<file path="config.mk">
export PLATFORM = sky130hd
export DESIGN_NAME = pbp_train
export DESIGN_NICKNAME = d
export VERILOG_FILES = /design/src/rtl/core/assert_macros.svh /design/src/rtl/core/pbp_pkg.sv /design/src/rtl/core/pbp_train.sv
export SDC_FILE = /design/constraint.sdc
export NUM_CORES = 1
export LEC_CHECK = 0
export ABC_CLOCK_PERIOD_IN_PS = 40600
export BUFFER_PORTS_ARGS = -buffer_cell sky130_fd_sc_hd__buf_2
export CAP_MARGIN = 20
export CORE_MARGIN = 2
export CORE_UTILIZATION = 64
export DETAILED_ROUTE_END_ITERATION = 8
export PLACE_DENSITY = 0.95
export SYNTH_ARGS = -nofsm -noshare
export SYNTH_HDL_FRONTEND = slang
export SYNTH_SLANG_ARGS = --single-unit
</file>
<file path="constraint.sdc">
create_clock -name vclk -period 40.6
set_input_delay 8.12 -clock vclk [all_inputs]
set_output_delay 8.12 -clock vclk [all_outputs]
set_load 0.1 [all_outputs]
</file>
<file path="src/rtl/core/assert_macros.svh">
// ---------------------------------------------------------------------------
// assertion macros
// concurrent assertion wrappers, empty when SYNTHESIS is defined
// ---------------------------------------------------------------------------
`ifndef ASSERT_MACROS_SVH
`define ASSERT_MACROS_SVH
`ifndef SYNTHESIS
`define PBP_ASSERT(lbl, clk, rst_n, prop) \
    lbl: assert property (@(posedge clk) disable iff (!rst_n) prop) \
        else $error("assertion failed");
`define PBP_ASSERT_NEXT(lbl, clk, rst_n, ante, cons) \
    lbl: assert property (@(posedge clk) disable iff (!rst_n) (ante) |=> (cons)) \
        else $error("assertion failed");
`else
`define PBP_ASSERT(lbl, clk, rst_n, prop)
`define PBP_ASSERT_NEXT(lbl, clk, rst_n, ante, cons)
`endif
`endif

</file>
<file path="src/rtl/core/pbp_pkg.sv">
// ---------------------------------------------------------------------------
// perceptron branch predictor package
// field widths, register indexes, defaults and shared types
// ---------------------------------------------------------------------------
package pbp_pkg;

    localparam int PC_W       = 32;
    localparam int LR_W       = 5;
    localparam int THR_W      = 11;
    localparam int CFG_IDX_W  = 4;
    localparam int CFG_DATA_W = 16;
    localparam int S_TDATA_W  = 40;
    localparam int M_TDATA_W  = 8;

    localparam int DEF_HISTORY_LENGTH = 16;
    localparam int DEF_TABLE_ENTRIES  = 256;
    localparam int DEF_WEIGHT_BITS    = 8;

    localparam logic [CFG_IDX_W-1:0] REG_LEARNING_RATE      = CFG_IDX_W'(0);
    localparam logic [CFG_IDX_W-1:0] REG_TRAINING_THRESHOLD = CFG_IDX_W'(1);

    localparam logic [LR_W-1:0]  LR_RESET  = LR_W'(1);
    localparam logic [THR_W-1:0] THR_RESET = THR_W'(30);

    typedef struct packed {
        logic [LR_W-1:0]  learning_rate;
        logic [THR_W-1:0] training_threshold;
    } t_cfg;

    typedef struct packed {
        logic pred;
        logic train;
    } t_train_res;

endpackage

</file>
<file path="src/rtl/core/pbp_train.sv">
// ---------------------------------------------------------------------------
// perceptron evaluate and train
// sums the selected weights of one row, makes the prediction and builds
// the trained row
// ---------------------------------------------------------------------------
module pbp_train
    import pbp_pkg::*;
#(
    parameter int HISTORY_LENGTH = DEF_HISTORY_LENGTH,
    parameter int WEIGHT_BITS    = DEF_WEIGHT_BITS
) (
    input  logic [(HISTORY_LENGTH+1)*WEIGHT_BITS-1:0] i_row,
    input  logic [HISTORY_LENGTH-1:0]                 i_hist,
    input  logic                                      i_taken,
    input  t_cfg                                      i_cfg,
    output logic [(HISTORY_LENGTH+1)*WEIGHT_BITS-1:0] o_row,
    output t_train_res                                o_res
);

    localparam int PAIRS = HISTORY_LENGTH / 2;
    localparam int SUM_W = WEIGHT_BITS + $clog2(PAIRS + 1) + 1;
    localparam int CMP_W = ((SUM_W > THR_W + 1) ? SUM_W : THR_W + 1) + 1;
    localparam int G_W   = ((WEIGHT_BITS > LR_W + 2) ? WEIGHT_BITS : LR_W + 2) + 2;
    localparam logic signed [G_W-1:0] WMAX_G = G_W'((1 << (WEIGHT_BITS - 1)) - 1);
    localparam logic signed [G_W-1:0] WMIN_G = G_W'(-(1 << (WEIGHT_BITS - 1)));
    localparam logic signed [G_W-1:0] ONE_G  = G_W'(1);

    logic signed [WEIGHT_BITS-1:0] w    [HISTORY_LENGTH+1];
    logic signed [WEIGHT_BITS-1:0] pick [PAIRS];
    logic [PAIRS-1:0]              sel_odd;
    logic [PAIRS-1:0]              even_bit;
    logic signed [SUM_W-1:0]       sum;
    logic [SUM_W-1:0]              mag;
    logic                          pred;
    logic                          train;
    logic signed [G_W-1:0]         d;
    logic signed [G_W-1:0]         inc_lim;
    logic signed [G_W-1:0]         dec_lim;
    logic signed [G_W-1:0]         bias_g;
    logic signed [G_W-1:0]         bias_n;
    logic signed [G_W-1:0]         wg;
    logic signed [G_W-1:0]         wn;

    always_comb begin
        for (int k = 0; k <= HISTORY_LENGTH; k++) begin
            w[k] = i_row[k*WEIGHT_BITS +: WEIGHT_BITS];
        end
        for (int p = 0; p < PAIRS; p++) begin
            even_bit[p] = i_hist[2*p];
            sel_odd[p]  = (i_hist[2*p] == i_hist[2*p+1]);
            pick[p]     = sel_odd[p] ? w[2*p+1] : w[2*p];
        end
    end

    // bias plus each selected weight, negated where the even bit is set
    always_comb begin
        sum = SUM_W'(w[HISTORY_LENGTH]);
        for (int p = 0; p < PAIRS; p++) begin
            if (even_bit[p]) begin
                sum = sum - SUM_W'(pick[p]);
            end else begin
                sum = sum + SUM_W'(pick[p]);
            end
        end
        pred  = !sum[SUM_W-1];
        mag   = pred ? unsigned'(sum) : unsigned'(-sum);
        train = (pred != i_taken) ||
                (CMP_W'(mag) <= CMP_W'(i_cfg.training_threshold));
    end

    // guards worked out wide enough that no limit wraps
    always_comb begin
        d       = G_W'({i_cfg.learning_rate, 1'b0});
        inc_lim = G_W'(WMAX_G - d + ONE_G);
        dec_lim = G_W'(WMIN_G + d - ONE_G);
        bias_g  = G_W'(w[HISTORY_LENGTH]);
        bias_n  = bias_g;
        wg      = '0;
        wn      = '0;
        o_row   = i_row;
        if (train) begin
            if (i_taken) begin
                if ((bias_g < inc_lim) && (bias_g < WMAX_G)) begin
                    bias_n = bias_g + ONE_G;
                end
            end else begin
                if ((bias_g > dec_lim) && (bias_g > WMIN_G)) begin
                    bias_n = bias_g - ONE_G;
                end
            end
            o_row[HISTORY_LENGTH*WEIGHT_BITS +: WEIGHT_BITS] = bias_n[WEIGHT_BITS-1:0];
            for (int p = 0; p < PAIRS; p++) begin
                wg = G_W'(pick[p]);
                wn = wg;
                if (even_bit[p] == i_taken) begin
                    if (wg > dec_lim) begin
                        wn = wg - d;
                    end
                end else begin
                    if (wg < inc_lim) begin
                        wn = wg + d;
                    end
                end
                o_row[(2*p + (sel_odd[p] ? 1 : 0))*WEIGHT_BITS +: WEIGHT_BITS] =
                    wn[WEIGHT_BITS-1:0];
            end
        end
    end

    assign o_res.pred  = pred;
    assign o_res.train = train;

endmodule

</file>
==> results of run 1 <==
[critical path: cells and delay by family]
family | cells | cell delay, ps
simple gates | 12 | 2100
buf+inv | 4 | 780
mux | 4 | 2080
compound gates | 22 | 4470
fa+ha+maj | 9 | 2910
xor+xnor | 6 | 2290
[logic make-up after synthesis]
family	count (synthesis)	share of synthesized area
simple gates	579	0.176
compound gates	549	0.234
fa+ha+maj	327	0.278
buf+inv	255	0.0676
mux	193	0.139
xor+xnor	173	0.106
[area by class of cell]
class              instances  area (sq um)
fillers                 1847          6480
inverters                184           691
multi-input cells       1821         14300
well taps                319           399
repair buffers           319          1620
[metal layers]
layer | wire (um) | vias up
li1 | - | 7960
met1 | 19000 | 7719
met2 | 22200 | 920
met3 | 4390 | 200
met4 | 2720 | 0
met5 | 0 | -
[per-stage QoR]
step / utilization / instances / setup WS, ps / hold WS, ps / area (sq um)
after floorplan: - / 2076 / 11300 / 16710 / 15400
after global placement: 0.725 / 2642 / 10740 / 16620 / 17100
after detailed placement: 0.725 / 2642 / 10000 / 16630 / 17100
after CTS: 0.725 / 2642 / 9960 / 16630 / 17100
after global routing: 0.725 / 2643 / 8580 / 16630 / 17100
final: 0.725 / 2643 / 9700 / 16630 / 17100
[path summary, 6_finish.rpt]
kind / depth (start not counted) / startpoint / endpoint / slack, ps
worst max-delay path: 57 / i_hist[0] / o_row[65] / 9700
worst min-delay path: 2 / i_row[120] / o_row[120] / 16630
[cell usage after synthesis (7+ instances only)]
library cell,count,share of area
and2_1,8,0.0033
o21a_1,31,0.015
a31oi_1,18,0.0073
nand3_1,27,0.0088
a211o_1,7,0.0040
o211ai_1,9,0.0044
nand4_1,16,0.0065
nand2b_1,32,0.013
mux2_1,22,0.016
nand2_1,128,0.031
clkbuf_1,41,0.010
nor2_1,228,0.056
mux2_2,97,0.071
a21boi_0,19,0.0093
o221ai_1,12,0.0068
mux2i_1,67,0.044
a31o_2,8,0.0046
o31ai_1,12,0.0059
buf_2,13,0.0042
o32ai_1,17,0.0097
nor2b_1,47,0.019
ha_1,303,0.25
nor4_1,11,0.0045
xnor2_1,117,0.067
a21oi_1,131,0.043
a21o_1,49,0.024
a221oi_1,8,0.0046
nor3_1,35,0.011
fa_1,24,0.031
xor2_1,45,0.026
o22ai_1,26,0.011
o21bai_1,21,0.010
nand3b_1,8,0.0039
o21ai_0,112,0.036
inv_1,180,0.044
o22a_1,15,0.0085
or2_2,10,0.0041
a211oi_1,9,0.0044
buf_4,9,0.0044
[cells in the final DEF (no fill, tap or decap), types with 9 or more instances in the layout]
master      n
mux2i_1    67
o22a_1     15
fa_1       24
nor2b_1    47
o21ai_0   112
a21oi_1   131
a211oi_1    9
nand2_1   128
o31ai_1    12
o211ai_1    9
ha_1      303
nor4_1     11
a21o_1     49
nand4_1    16
o21a_1     31
mux2_2     97
nand2b_1   32
xor2_1     45
inv_1     180
o22ai_1    26
or2_2      10
nand3_1    27
o221ai_1   12
buf_4      11
a21boi_0   19
o21bai_1   21
nor2_1    228
xnor2_1   117
a31oi_1    18
mux2_1     22
nor3_1     35
o32ai_1    17
buf_2     308
==> impl_metrics.tcl, run 1 <==
set metrics [dict create \
    timing.setup.tns_ps 0 \
    final_net_count 2822 \
    worst_slew_pin_slew_ps 1010 \
    path_common_cell "ha_1" \
    max_slew_margin 0.328 \
    max_stage_delay_ps 900 \
    grt_max_degree 32 \
    viasPerCell 6.36 \
    antenna_found_initial 0 \
    grt_usage 0.363 \
    cts_setup_buffers 0 \
    final_layout_size_suffix_gt1_frac 0.199 \
    grt_pass1_vias 16811 \
    worstPathArrival_ps 22780 \
    setup_violations 0 \
    status "finished clean" \
    ios 307 \
    hold_path.class "in2out" \
    syn_inst 2076 \
    antenna_cells 0 \
    slew_viol_final 0 \
    drtAntennaViolNets 0 \
    cap_violations 0 \
    via_count 16799 \
    die_y_um 159 \
    grt.busiest_layer "met2" \
    period_share 0.761 \
    area_delta_synth_final_pct 10.9 \
    gp_congestion 0.979 \
    rsz0062_at_grt "no" \
    met1_usage 0.434 \
    syn_area_sq_mm 0.0154 \
    critPathSlowestCell "mux2_2" \
    ys_seq_area_frac 0 \
    io_buffers 307 \
    first_pass_iters 7 \
    period_minus_slack_ps 30900 \
    nClkBuffers 0 \
    yosysWarnings 0 \
    required_ps 32480 \
    die_w_um 159 \
    dr.first_iter.drc_count 1306 \
    postCtsHoldBufs 0 \
    regArea_sq_um 0 \
    globalRouteMet3Util 0.0471 \
    grt_pass1_wl_um 79000 \
    synth_nets 2572 \
    die_area_sq_mm 0.0253 \
    crit_type "in2out" \
    avgRoutedWirePerCell_um 18.3 \
    drc 0 \
    hold_violations 0 \
    avgSynthCellArea_sq_um 7.41 \
    wl_um 48300 \
    max_freq_mhz 32.4 \
    design.seq.count 0 \
    path_max_fanout 31 \
    cp-start-kind "input port" \
    end_kind "output port" \
    overflow 0 \
    row_count 56 \
    ctsResizeCount 0 \
    dpl.hpwl_um 38600 \
    synth_cell_types 79 \
    coreArea_sq_mm 0.0235 \
    use_met2 0.630 \
    start_util 0.654 \
]
Power of run 1 is left out: the tool's default activity adds up to more than one toggle a clock period on the data nets, which glitch-free logic cannot reach.
==> run 2: changes to the inputs <==
- ABC_CLOCK_PERIOD_IN_PS: 40600 -> 26800
- CORE_UTILIZATION: 64 -> 54
- PLACE_DENSITY: 0.95 -> 0.91
- clock period: 40.6 -> 26.8 ns (I/O delays scaled with it)
==> run 2 against run 1 <==
Against the previous run: cell area up 0.49%; via count fell by 1.7%; global-route usage down 5.9 points; first-iteration DRC count down 4.1%; sequential share of layout area unchanged; worst hold slack got worse by 5500 ps; die area grew 18%; highest routed layer unchanged; non-clock buffer count unchanged.
==> impl_metrics.tcl, run 2 (synthesis gave the netlist of run 1 again) <==
set metrics [dict create \
    status "finished clean" \
    worst-path-stages 57 \
    die_area_sq_mm 0.0299 \
    die_y_um 173 \
    avgRoutedWirePerCell_um 17.7 \
    ctsResizeCount 0 \
    layout_commonest_cell "buf_2" \
    max_stage_delay_ps 920 \
    path_buf_inv 4 \
    overflow 0 \
    grt_usage 0.303 \
    layout_common_cells "307 x buf_2, 303 x ha_1, 228 x nor2_1, 180 x inv_1, 131 x a21oi_1" \
    via_count 16511 \
    die_w_um 173 \
    grt_max_degree 32 \
    max_freq_mhz 39.4 \
    nClkBuffers 0 \
    coreArea_sq_mm 0.0279 \
    final_net_count 2822 \
    ios 307 \
    worst_slew_pin_slew_ps 1040 \
    slew_viol_final 0 \
    final_layout_size_suffix_gt1_frac 0.199 \
    critPathSlowestCell "mux2_2" \
    setup_violations 0 \
    antenna_found_initial 0 \
    end_kind "output port" \
    dpl.hpwl_um 38300 \
    cap_violations 0 \
    io_buffers 307 \
    postCtsHoldBufs 0 \
    regArea_sq_um 0 \
    cts_setup_buffers 0 \
    drtAntennaViolNets 0 \
    design.seq.count 0 \
    first_pass_iters 5 \
    required_ps 21440 \
    path_common_cell "ha_1" \
    hold_depth 2 \
    fillers 2466 \
    start_util 0.551 \
    period_share 0.948 \
    hold_violations 0 \
    row_count 61 \
    path_delay_family "compound AO/OA/AOI/OAI gates" \
    rsz0062_at_grt "no" \
    wl_um 47900 \
    gp_congestion 0.964 \
    drc 0 \
    period_minus_slack_ps 25400 \
    antenna_cells 0 \
    viasPerCell 6.11 \
    worstPathArrival_ps 20040 \
    path_max_fanout 31 \
    max_slew_margin 0.305 \
    grt_pass1_vias 16074 \
    grt_pass1_wl_um 77400 \
    hold_path.class "in2out" \
    cp-start-kind "input port" \
    dr.first_iter.drc_count 1253 \
    area_delta_synth_final_pct 11.4 \
    crit_type "in2out" \
    timing.setup.tns_ps 0 \
]
## run 2: cell counts in the layout (fill, tap and decap cells not counted)
No cell type changed its count.
## run 2: metal layers
metal | vias to the layer above | global-route usage | share of wire
met1 | 7661 | 0.378 | 0.42
met2 | 749 | 0.532 | 0.46
met3 | 144 | 0.0336 | 0.075
met4 | 0 | 0.123 | 0.044
li1 | 7957 | - | -
met5 | - | 0 | 0
## run 2: worst paths after layout
check	startpoint	slack [ps]	endpoint
max	i_hist[0]	1400	o_row[114]
min	i_row[48]	11100	o_row[48]
## run 2: cell type report
class / instances / area [sq um] / area share
inverters: 184 / 691 / 0.0403
multi-input cells: 1821 / 14400 / 0.837
repair buffers: 319 / 1630 / 0.0949
well taps: 378 / 473 / 0.0276
## run 2: per-stage QoR
step	util	std cells	cell area (sq um)	hold WS, ps	worst slack (ps)
3_3_place_gp	0.614	2701	17100	11100	2390
2_1_floorplan	-	2076	15400	11190	3020
5_1_grt	0.614	2702	17100	11110	318
4_1_cts	0.614	2701	17100	11100	1590
3_5_place_dp	0.614	2701	17100	11100	1640
6_report	0.614	2702	17100	11100	1400
Power of run 2 is left out for the same reason.
